### src/design/rqc_pkg.sv
// Shared types, constants and the arctangent table for the rotated quad corner core.
// No dependencies; every other design file refers to it by scoped names.
package rqc_pkg;

  localparam int CORDIC_STEPS = 24;
  localparam int XY_W         = 33;  // CORDIC x/y, 30 fraction bits plus headroom
  localparam int Z_W          = 32;  // residual angle, 2^32 per turn
  localparam int COORD_W      = 16;
  localparam int SIZE_W       = 16;
  localparam int OUT_W        = 18;
  localparam int PROD_W       = XY_W + SIZE_W + 1;
  localparam int SUM_W        = 52;
  localparam int SHIFT_OUT    = 31;
  localparam int ANGLE_BITS_DEF = 16;

  localparam logic signed [XY_W-1:0] CORDIC_GAIN = 33'sd652032874;
  localparam logic [Z_W-1:0]         HALF_QUAD   = 32'h2000_0000;

  // configuration register indexes
  typedef enum logic [0:0] {
    REG_RECT_WIDTH  = 1'b0,
    REG_RECT_HEIGHT = 1'b1
  } cfg_reg_t;

  typedef enum logic [1:0] {
    CORNER_TL = 2'd0,
    CORNER_TR = 2'd1,
    CORNER_BL = 2'd2,
    CORNER_BR = 2'd3
  } corner_t;

  // data carried from cell to cell along the rotation chain
  typedef struct packed {
    logic signed [COORD_W-1:0] cx;
    logic signed [COORD_W-1:0] cy;
    logic [1:0]                quad;
    logic signed [XY_W-1:0]    x;
    logic signed [XY_W-1:0]    y;
    logic signed [Z_W-1:0]     z;
  } cell_t;

  // arctangent of 2^-idx, in 2^32-per-turn units
  function automatic logic [Z_W-1:0] atan_step(input int idx);
    logic [Z_W-1:0] val;
    case (idx)
      0:  val = 32'd536870912;
      1:  val = 32'd316933406;
      2:  val = 32'd167458907;
      3:  val = 32'd85004756;
      4:  val = 32'd42667331;
      5:  val = 32'd21354465;
      6:  val = 32'd10679838;
      7:  val = 32'd5340245;
      8:  val = 32'd2670163;
      9:  val = 32'd1335087;
      10: val = 32'd667544;
      11: val = 32'd333772;
      12: val = 32'd166886;
      13: val = 32'd83443;
      14: val = 32'd41722;
      15: val = 32'd20861;
      16: val = 32'd10430;
      17: val = 32'd5215;
      18: val = 32'd2608;
      19: val = 32'd1304;
      20: val = 32'd652;
      21: val = 32'd326;
      22: val = 32'd163;
      23: val = 32'd81;
      default: val = '0;
    endcase
    return val;
  endfunction

endpackage

### src/design/rqc_cordic_cell.sv
// One rotation-mode CORDIC iteration, registered; cells chain into the sin/cos pipe.
// Depends on rqc_pkg (cell_t, atan_step).
module rqc_cordic_cell #(
  parameter int STEP = 0
) (
  input  logic          clk,
  input  logic          rst_n,
  input  logic          vld_in,
  input  rqc_pkg::cell_t d_in,
  output logic          vld_out,
  output rqc_pkg::cell_t d_out
);

  localparam logic [rqc_pkg::Z_W-1:0] ATAN = rqc_pkg::atan_step(STEP);

  rqc_pkg::cell_t                      d_nxt;
  logic signed [rqc_pkg::XY_W-1:0]     xs;
  logic signed [rqc_pkg::XY_W-1:0]     ys;
  logic                                vld_r;
  rqc_pkg::cell_t                      d_r;

  // arithmetic shift gives the floor, as the checker's integer CORDIC does
  assign xs = $signed(d_in.x) >>> STEP;
  assign ys = $signed(d_in.y) >>> STEP;

  always_comb begin
    d_nxt = d_in;
    if (!d_in.z[rqc_pkg::Z_W-1]) begin
      d_nxt.x = d_in.x - ys;
      d_nxt.y = d_in.y + xs;
      d_nxt.z = d_in.z - $signed(ATAN);
    end else begin
      d_nxt.x = d_in.x + ys;
      d_nxt.y = d_in.y - xs;
      d_nxt.z = d_in.z + $signed(ATAN);
    end
  end

  always_ff @(posedge clk) begin
    if (!rst_n) begin
      vld_r <= 1'b0;
    end else begin
      vld_r <= vld_in;
    end
  end

  always_ff @(posedge clk) begin
    d_r <= d_nxt;
  end

  assign vld_out = vld_r;
  assign d_out   = d_r;

endmodule

### config.mk
export PLATFORM = sky130hd
export DESIGN_NAME = rqc_cordic_cell
export DESIGN_NICKNAME = d
export VERILOG_FILES = /design/src/design/rqc_pkg.sv /design/src/design/rqc_cordic_cell.sv
export SDC_FILE = /design/constraint.sdc
export NUM_CORES = 1
export LEC_CHECK = 0
export ABC_AREA = 1
export CORE_AREA = 8 8 152 154
export DETAILED_ROUTE_END_ITERATION = 8
export DIE_AREA = 0 0 160 162
export DONT_BUFFER_PORTS = 1
export GPL_TIMING_DRIVEN = 0
export PLACE_DENSITY = 0.66
export SKIP_LAST_GASP = 1
export SYNTH_ARGS = -nofsm -noshare
export SYNTH_HDL_FRONTEND = slang
export SYNTH_SLANG_ARGS = --single-unit
### constraint.sdc
create_clock -name clk -period 2.15 [get_ports clk]
set_input_delay 0.43 -clock clk [delete_from_list [all_inputs] [get_ports clk]]
set_output_delay 0.43 -clock clk [all_outputs]
set_load 0.1 [all_outputs]
==> results of run 1 <==
==> report_power, final <==
part | leakage, uW | switching [uW] | internal (uW) | total, uW
logic | 0.00524 | 1630 | 708 | 2340
registers | 0.00111 | 2270 | 2740 | 5010
clock network | 0.000293 | 1380 | 1660 | 3040
==> final timing paths <==
| check | start | end | slack (ns) | cells past startpoint |
|---|---|---|---|---|
| worst max-delay path | d_in[32] | d_out[48]$_DFF_P_ | 0.18 | 13 |
| worst min-delay path | d_in[109] | d_out[109]$_DFF_P_ | 0.01 | 0 |
==> critical path, delay by kind of cell <==
kind | cells | cell delay (ns)
AND/OR/NAND/NOR | 7 | 0.67
AO/OA/AOI/OAI | 1 | 0.24
XOR/XNOR | 1 | 0.16
adder cells (fa/ha/maj) | 2 | 0.60
buffers and inverters | 2 | 0.17
==> cell usage after synthesis (10+ instances only) <==
cell type / number
nand2_1: 637
inv_1: 338
nand3_1: 159
dfxtp_1: 132
nor2_1: 101
ha_1: 96
a21oi_1: 74
o21ai_0: 31
xor2_1: 24
buf_4: 17
nand2_2: 17
buf_2: 16
nand4_1: 16
nor2_2: 13
clkbuf_1: 11
o21bai_1: 11
inv_2: 10
==> metal layers <==
metal	wire length, um	vias up	track usage [%]
met2	18200	549	50.0
met1	16600	4884	35.3
met3	3420	81	7.24
met4	1250	0	10.4
li1	-	5352	-
met5	0	-	0
==> kinds of logic after synthesis <==
family | count (synthesis) | synth area share [%]
xor gates and xnor gates | 24 | 2.02
adders and majority gates | 100 | 12.3
buffers and inverters | 394 | 15.0
AOI/OAI and AO/OA | 138 | 7.18
and+or+nand+nor | 958 | 38.2
DFF | 132 | 25.4
==> flip-flops by register name, indices dropped and copies added (netlist names) <==
name / cells
d_out: 131
vld_out: 1
==> per-stage QoR <==
stage,TNS (ns),hold WS (ns),cells,power (uW),cell area (um^2)
6_report,0,0.0126,2066,10400,11500
5_1_grt,0,0.000554,2066,10800,11500
4_1_cts,0,0.00673,2053,10400,11400
3_5_place_dp,-3.80,0.458,2021,7330,10800
3_3_place_gp,-3.46,0.458,2021,7320,10800
2_1_floorplan,0,0.458,1746,6620,10400
==> cell usage in the layout (no fill, tap or decap), types with 2 or more instances in the layout <==
cell	Yosys	final
nand3_1	159	159
o21a_1	4	4
a31oi_1	4	4
nand2_1	637	637
clkbuf_16	0	17
clkinv_8	0	2
dlygate4sd3_1	0	13
fa_1	4	4
o21ai_1	6	6
xor2_1	24	24
buf_2	16	16
ha_1	96	96
clkbuf_1	11	11
o22ai_1	4	4
nor2_2	13	13
inv_2	10	10
inv_8	0	4
inv_6	0	5
a21oi_1	74	74
nand4_1	16	16
nor3_1	6	6
nor2_4	2	2
o21ai_0	31	31
o21bai_1	11	11
clkinv_4	0	2
a21o_1	2	2
nor3_2	4	4
clkinv_1	2	2
buf_4	17	17
nand2_2	17	17
o31ai_1	2	2
dfxtp_1	132	131
inv_1	338	338
nor2_1	101	101
==> cell type report <==
type / count / area (um^2) / share of cell area [%]
clock inverter: 15 / 176 / 1.53
multi-input combinational: 1220 / 6220 / 54.1
inverter: 350 / 1310 / 11.4
tap: 275 / 344 / 2.99
sequential: 132 / 2640 / 23.0
timing repair buffer: 13 / 130 / 1.13
buffer: 44 / 249 / 2.17
clock buffer: 17 / 425 / 3.70
==> repair_timing <==
action / CTS / global route
hold endpoints to repair: 0 / 13
hold buffers: 0 / 13
endpoints found under the setup margin: 1 / 0
gates resized for setup: 1 / 0
==> summary.txt, run 1 <==
Pwr
  – Pwr/cell area: 904 mW/mm^2
  – VDD IR-drop max: between 0.4 and 0.5 mV
  – Leak: 0.00664 uW

Timing
  – Tightest Pin Transition: 1.12 ns
  – Final setup vio count: 0
  – RSZ-0062 raised after global routing: no
  – Final Cycle Share: 91.7%
  – FMAX: slightly above 0.5 GHz
  – Relative slew slack: 25.6%
  – Setup slack after layout: roughly 0.18 ns
  – Final worst path period need: 1.97 ns
  – Final Hold Viols: 0
  – Pins Over Slew Limit: 0

Clocking
  – CTS Sinks: 132
  – Postcts setup bufs: 0
  – Clock root buffer: clkbuf_16
  – Max clock buf depth: 2
  – Cts bufs inserted: 17
  – CTS HTree Levels: 4
  – CTS clock-pin slew for the worst setup and hold paths: 0.07 ns
  – CTS tree: yes

Worst setup path
  – Critical Path Max Stage Delay: between 0.3 and 0.4 ns
  – Slowest cell on the critical path: fa_1
  – Critical Path AT: 2.28 ns
  – Crit start category: input port
  – Max Fanout on Critical Path: 4
  – Worst Setup Path Type: input port to flop
  – Type of destination of the critical path: flop
  – Req. time, crit path: 2.46 ns
  – Worst-path cell chain: inv_1 -> ha_1 -> fa_1 -> inv_1 -> nand2_1 -> nand2_1 -> nand2_1 -> nand2_1 -> nand2_1 -> nand2_1 -> xor2_1 -> nand2_1 -> o21ai_1
  – CP most frequent cell: nand2_1

Place
  – Dpl hpwl: 32,800 um
  – GP Congestion: 0.992
  – Post-place setup slack: -0.231 ns
  – Number of port buffers: 0

Synthesis
  – Fraction of registers with async set/reset: 0%
  – Synth Warn #: 0
  – Post-synthesis sequential area ratio: approximately 25%
  – Netlist cell types: 31
  – #FFs+latches synth: 132
  – Syn Std Cell Area: about 0.010 mm^2
  – Number of synthesized flops with an enable pin: 0
  – Post-synth top area cell: dfxtp_1
  – Synth area leaders: dfxtp_1 25%, nand2_1 23%, inv_1 12%
  – Synth top area share: 25.4%
  – Synth Flop Type: dfxtp_1
  – Syn Area/Cell: 5.97 um^2
  – Synth Instances: 1,746
  – Synthesized Nets: 1,981

Routing
  – Detailed Route WL: 39,500 um
  – First-iteration detailed-routing DRC count: 1,098
  – WL/cell: approximately 19 um
  – First-pass detailed-route iteration total: 5
  – Residual DRC count: 0
  – Vias: between 10,000 and 15,000
  – Vias/cell: 5.26
  – Detail Route Antenna Nets: 0

Finish
  – Area Overhead vs Synth: 10.3%
  – Share of layout cells above drive strength 1: under 10%
  – Diodes inserted: 0
  – Finished Core Util: 55.6%
  – Final #Nets: between 2,000 and 2,500
  – Filler cell count: 2,182

Run status
  – Status: completed

GRT
  – Remaining global-route overflow: 0
  – First-pass GRT wire length: 58,000 um
  – Vias in the first global route: 9,979
  – Initial antenna violation count: 4
  – GRT Total Usage: around 29%
  – Largest net degree at the start of global routing: 17

Floorplanning
  – Initial Util: 50.4%
  – Die ar.: approximately 0.026 mm^2
  – # rows: 53
  – Die Span X: 160 um
  – Die Height: about 160 um
  – Core region area: 0.0207 mm^2
  – Ports: 268

Job
  – # Max-Cap Violations: 0

Worst hold path
  – HP Class: input port to flop
(Power assumes the default switching activity.)
==> inputs of run 2 (changes only) <==
Settings changed: ABC_AREA 1 to unset, CORE_AREA 8 8 152 154 to 8 8 137 139, DIE_AREA 0 0 160 162 to 0 0 145 147, PLACE_DENSITY 0.66 to 0.65, SLEW_MARGIN set to 20.
==> summary.txt, run 2 <==
Finish
  – Diodes inserted: 0
  – Finished Core Util: 62.7%
  – Final #Nets: around 1,300
  – Max reg flops: roughly 130
  – Area Overhead vs Synth: 27.0%
  – Commonest non-fill, non-tap cell in the layout: dfxtp_1
  – Commonest non-fill, non-tap cells in the layout: 131 x dfxtp_1, 95 x a21oi_1, 90 x nor2_1, 87 x inv_1, 78 x ha_1
  – Fin cells: roughly 1,300
  – Fin area: 0.0105 mm^2
  – Filler cell count: 1,388
  – Share of layout cells above drive strength 1: 23.4%

Place
  – Dpl hpwl: 22,300 um
  – Number of port buffers: 0
  – Placed Area: 0.00896 mm^2
  – GP Congestion: about 0.92
  – Dpl cells: 1,219

Timing
  – Final setup vio count: 29
  – FMAX: 0.382 GHz
  – Relative slew slack: 29.3%
  – Tightest Pin Transition: 1.06 ns
  – Pins Over Slew Limit: 0
  – Setup slack after layout: -0.469 ns
  – Final Cycle Share: 122%
  – Final Hold Viols: 0
  – Final worst path period need: 2.62 ns
  – RSZ-0062 raised after global routing: yes

Synthesis
  – Synth Flop Type: dfxtp_1
  – Netlist cell types: 73
  – Post-synth top area cell: dfxtp_1
  – Post-synthesis sequential area ratio: 31.9%
  – Synthesized Nets: 1,229
  – Synth Warn #: 0
  – Syn Area/Cell: 8.32 um^2
  – Synth Instances: 994
  – Synth area leaders: dfxtp_1 32%, ha_1 15%, a21oi_1 7.4%
  – Number of synthesized flops with an enable pin: 0
  – Fraction of registers with async set/reset: 0%
  – Syn Std Cell Area: 0.00827 mm^2
  – Cell with the most instances after synthesis: dfxtp_1
  – Post-synth top cells: 132 x dfxtp_1, 122 x a21oi_1, 102 x inv_1
  – Synth top area share: 31.9%
  – #FFs+latches synth: 132

Clocking
  – Cts bufs inserted: 17
  – CTS HTree Levels: 4
  – CTS Sinks: 132
  – CTS clock-pin slew for the worst setup and hold paths: 0.07 ns
  – CTS tree: yes
  – Clock root buffer: clkbuf_16
  – Max clock buf depth: 2

Worst setup path
  – Worst Setup Path Type: input port to flop
  – Req. time, crit path: around 2.5 ns
  – Delay-heaviest family, CP: compound AO/OA/AOI/OAI gates
  – Critical Path Max Stage Delay: 0.39 ns
  – Worst-path cell chain: ha_4 -> fa_2 -> nor2b_4 -> o211ai_1 -> buf_4 -> a31oi_4 -> o31ai_4 -> o31ai_4 -> a21oi_4 -> nor4_1 -> a311oi_2 -> xor2_1
  – Crit start category: input port
  – CP most frequent cell: o31ai_4
  – Max Fanout on Critical Path: 4
  – Buf/Inv on CP: 1
  – Critical Path AT: about 3.0 ns
  – Type of destination of the critical path: flop
  – Slowest cell on the critical path: o31ai_4

Pwr
  – Leak: approximately 0.0045 uW
  – Pwr/cell area: around 1000 mW/mm^2
  – Total power: ~11,000 uW
  – VDD IR-drop max: about 0.58 mV

GRT
  – Largest net degree at the start of global routing: 17
  – First-pass GRT wire length: around 44,000 um
  – Vias in the first global route: 7,589
  – GRT Total Usage: 26.1%
  – Initial antenna violation count: 1
  – Remaining global-route overflow: 0

Routing
  – WL/cell: ~22 um
  – Detailed Route WL: just under 30,000 um
  – First-iteration detailed-routing DRC count: 728
  – Detail Route Antenna Nets: 0
  – First-pass detailed-route iteration total: 5
  – Vias: between 7,000 and 8,000
  – Residual DRC count: 0
  – Vias/cell: 5.99

Floorplanning
  – # rows: 48
  – Ports: 268
  – Die ar.: 0.0213 mm^2
  – Initial Util: 49.4%
  – Core region area: approximately 0.017 mm^2
  – Die Height: 147 um
  – Die Span X: ~150 um

Run status
  – Failing checks: negative setup slack
  – Status: complete, but fails checks

Job
  – # Max-Cap Violations: 0

Worst hold path
  – HP Class: input port to flop
-- run 2: repair_timing --
action	CTS	global route
buffers inserted	35	16
cloned	0	0
hold buffers	0	0
hold endpoints to repair	0	0
endpoints found under the setup margin	29	40
pin swaps	55	43
resized for setup	74	55
-- run 2: metrics by stage --
stage	setup slack (ns)	hold WS, ns	setup TNS [ns]
final	-0.469	0.0197	-6.61
after global routing	-0.491	0.000393	-8.30
after CTS	-0.441	0.00923	-6.58
after detailed placement	-1.31	0.458	-29.51
after global placement	-1.25	0.458	-29.18
after floorplan	-0.537	0.458	-8.66
-- run 2: cells by family after synthesis --
kind of cell	Yosys count	synth area share [%]
AO/OA/AOI/OAI	299	23.5
XOR/XNOR	63	6.67
adder cells (fa/ha/maj)	100	15.5
buffers and inverters	149	7.18
flip-flops	132	31.9
multiplexers	12	1.45
AND/OR/NAND/NOR	239	13.8
-- run 2: final timing paths --
| kind | startpoint | end | slack, ns | cells after the start |
|---|---|---|---|---|
| worst max-delay path | d_in[32] | d_out[97]$_DFF_P_ | -0.47 | 12 |
| worst min-delay path | d_in[21] | d_out[21]$_DFF_P_ | 0.02 | 0 |
-- run 2: final cells by class --
cell class | instances | area [um^2] | share of cell area [%]
Tap cell | 225 | 282 | 2.68
Multi-Input combinational cell | 713 | 5900 | 56.1
Clock buffer | 17 | 425 | 4.05
Clock inverter | 15 | 179 | 1.70
Inverter | 104 | 433 | 4.12
Timing Repair Buffer | 50 | 398 | 3.79
Buffer | 40 | 248 | 2.36
Sequential cell | 132 | 2640 | 25.2
-- run 2: report_power, final --
part           switching [uW]  internal, uW  total [uW]  leakage [uW]
Sequential               2840          2820        5660       0.00111
Combinational            1370           970        2340       0.00308
Clock                    1260          1660        2930      0.000294
-- run 2: layer usage --
metal	GRT usage, %	routed length, um	vias up
met3	7.60	2770	95
met4	12.2	1240	0
met5	0	0	-
li1	-	-	3568
met1	30.0	11300	3631
met2	43.8	13900	468
==> inputs of run 3 (changes only) <==
Settings changed: ABC_AREA set to 1, CORE_AREA 8 8 137 139 to 2 2 146 148, DIE_AREA 0 0 145 147 to 0 0 148 150, PLACE_DENSITY 0.65 to 0.66.
==> summary.txt, run 3 (synthesis gave the netlist of run 1 again) <==
GRT
  – Vias in the first global route: about 9,700
  – GRT Total Usage: 32.8%
  – First-pass GRT wire length: 54,600 um
  – Initial antenna violation count: 4
  – Largest net degree at the start of global routing: 17
  – Remaining global-route overflow: 0

Clocking
  – CTS tree: yes
  – CTS HTree Levels: 4
  – Postcts setup bufs: 0
  – Cts bufs inserted: 17
  – Clock root buffer: clkbuf_16
  – CTS Sinks: 132
  – Max clock buf depth: 2
  – CTS clock-pin slew for the worst setup and hold paths: 0.08 ns

Pwr
  – Sw frac: 50.6%
  – Gate power share: 22.8%
  – Pwr/cell area: 899 mW/mm^2
  – Reg power frac: between 40% and 50%
  – VDD IR-drop max: 0.528 mV
  – Clk network pwr share: 28.1%
  – Total power: 10,200 uW
  – Leak: roughly 0.0066 uW
  – Internal power: about 5000 uW
  – NetSw: 5150 uW

Routing
  – Vias/cell: 5.19
  – Detailed Route WL: roughly 37,000 um
  – Vias: 10,700
  – Detail Route Antenna Nets: 0
  – Residual DRC count: 0
  – First-pass detailed-route iteration total: 6
  – WL/cell: between 15 and 20 um
  – First-iteration detailed-routing DRC count: 1,002

Place
  – Placed Area: about 0.011 mm^2
  – Number of port buffers: 0
  – Post-place setup slack: -0.207 ns
  – Dpl hpwl: 30,800 um
  – GP Congestion: 0.998

Job
  – # Max-Cap Violations: 0

Timing
  – RSZ-0062 raised after global routing: no
  – Final setup TNS: 0 ns
  – Setup slack after layout: 0.159 ns
  – Final Hold Viols: 0
  – Final setup vio count: 0
  – Final worst path period need: between 1.5 and 2 ns
  – Pins Over Slew Limit: 0
  – Final Cycle Share: a little over 90%
  – FMAX: 0.502 GHz
  – Relative slew slack: 26.9%
  – Tightest Pin Transition: 1.10 ns

Worst setup path
  – Worst Setup Path Type: input port to flop
  – Critical Path AT: 2.23 ns
  – Type of destination of the critical path: flop
  – Crit start category: input port
  – Req. time, crit path: roughly 2.4 ns
  – Max Fanout on Critical Path: 10

Floorplanning
  – Initial Util: 50.4%
  – Die ar.: roughly 0.022 mm^2
  – # rows: 53
  – Core region area: between 0.02 and 0.025 mm^2
  – Ports: approximately 270
  – Die Height: roughly 150 um
  – Die Span X: approximately 150 um

Finish
  – Final #Nets: 2,000
  – Footprint of the multi-input gates: 0.00622 mm^2
  – Commonest non-fill, non-tap cell in the layout: nand2_1
  – Commonest non-fill, non-tap cells in the layout: 637 x nand2_1, 338 x inv_1, 159 x nand3_1, 131 x dfxtp_1, 101 x nor2_1
  – Filler cell count: 2,194
  – Reg area: between 0.002 and 0.003 mm^2
  – Max reg flops: between 100 and 150
  – Finished Core Util: 54.8%
  – Fin area: 0.0113 mm^2
  – Share of layout cells above drive strength 1: under 10%
  – Area Overhead vs Synth: 8.72%

Run status
  – Status: completed

Worst hold path
  – HP Class: input port to flop
run 3: changes by cell type in the layout (fill, tap and decap cells not counted), sizes merged, moves of 13 or more:
cell / change
xnor2: -57
nand2: +609
a21oi: -51
o21ai: -19
a21o: -16
nor2: +24
nor4: -14
o31ai: -13
inv: +243
buf: -36
xor2: +18
nand3: +140
run 3: worst max-delay path: stages:
cell	delay, ns
clkbuf_1	0.18
clkbuf_1	0.56
clkbuf_1	0.75
o22ai_1	0.29
run 3: worst paths after layout:
path,from,endpoint,depth (start not counted)
max,d_in[31],d_out[38]$_DFF_P_,4
min,d_in[115],d_out[115]$_DFF_P_,0
run 3: cell type report:
| class | instances | share of cell area (%) |
|---|---|---|
| clock buffers | 18 | 3.79 |
| well taps | 275 | 3.04 |
| flip-flops and latches | 132 | 23.3 |
| multi-input cells | 1220 | 54.9 |
| diodes | 3 | 0.0663 |
| inverters | 350 | 11.6 |
| clock inverters | 13 | 1.12 |
| plain buffers | 44 | 2.20 |
run 3: timing repair:
item / in CTS / in global routing
hold buffers: 0 / 0
setup endpoints to repair: 1 / 0
gates resized for setup: 1 / 0
run 3: routing by layer:
metal,vias up,part of all wire [%],global-route usage [%]
met4,0,3.6,12.9
met3,71,9.0,7.07
met1,4739,42,41.9
met2,538,45,54.1
li1,5325,-,-
met5,-,0,0
run 3: through the flow:
stage          hold WS, ns  instances
4_1_cts            0.00270       2052
3_3_place_gp         0.458       2021
2_1_floorplan        0.458       1746
3_5_place_dp         0.458       2021
6_report           0.00692       2055
5_1_grt            0.00306       2053
run 3: power groups by stage:
stage                     combinational [uW]  sequential (uW)  clock, uW
after floorplan                         1630             4990          0
after global placement                  2240             5050          0
after detailed placement                2260             5050          0
after CTS                               2270             5010       2890
after global routing                    2570             5020       3020
final                                   2330             5000       2860
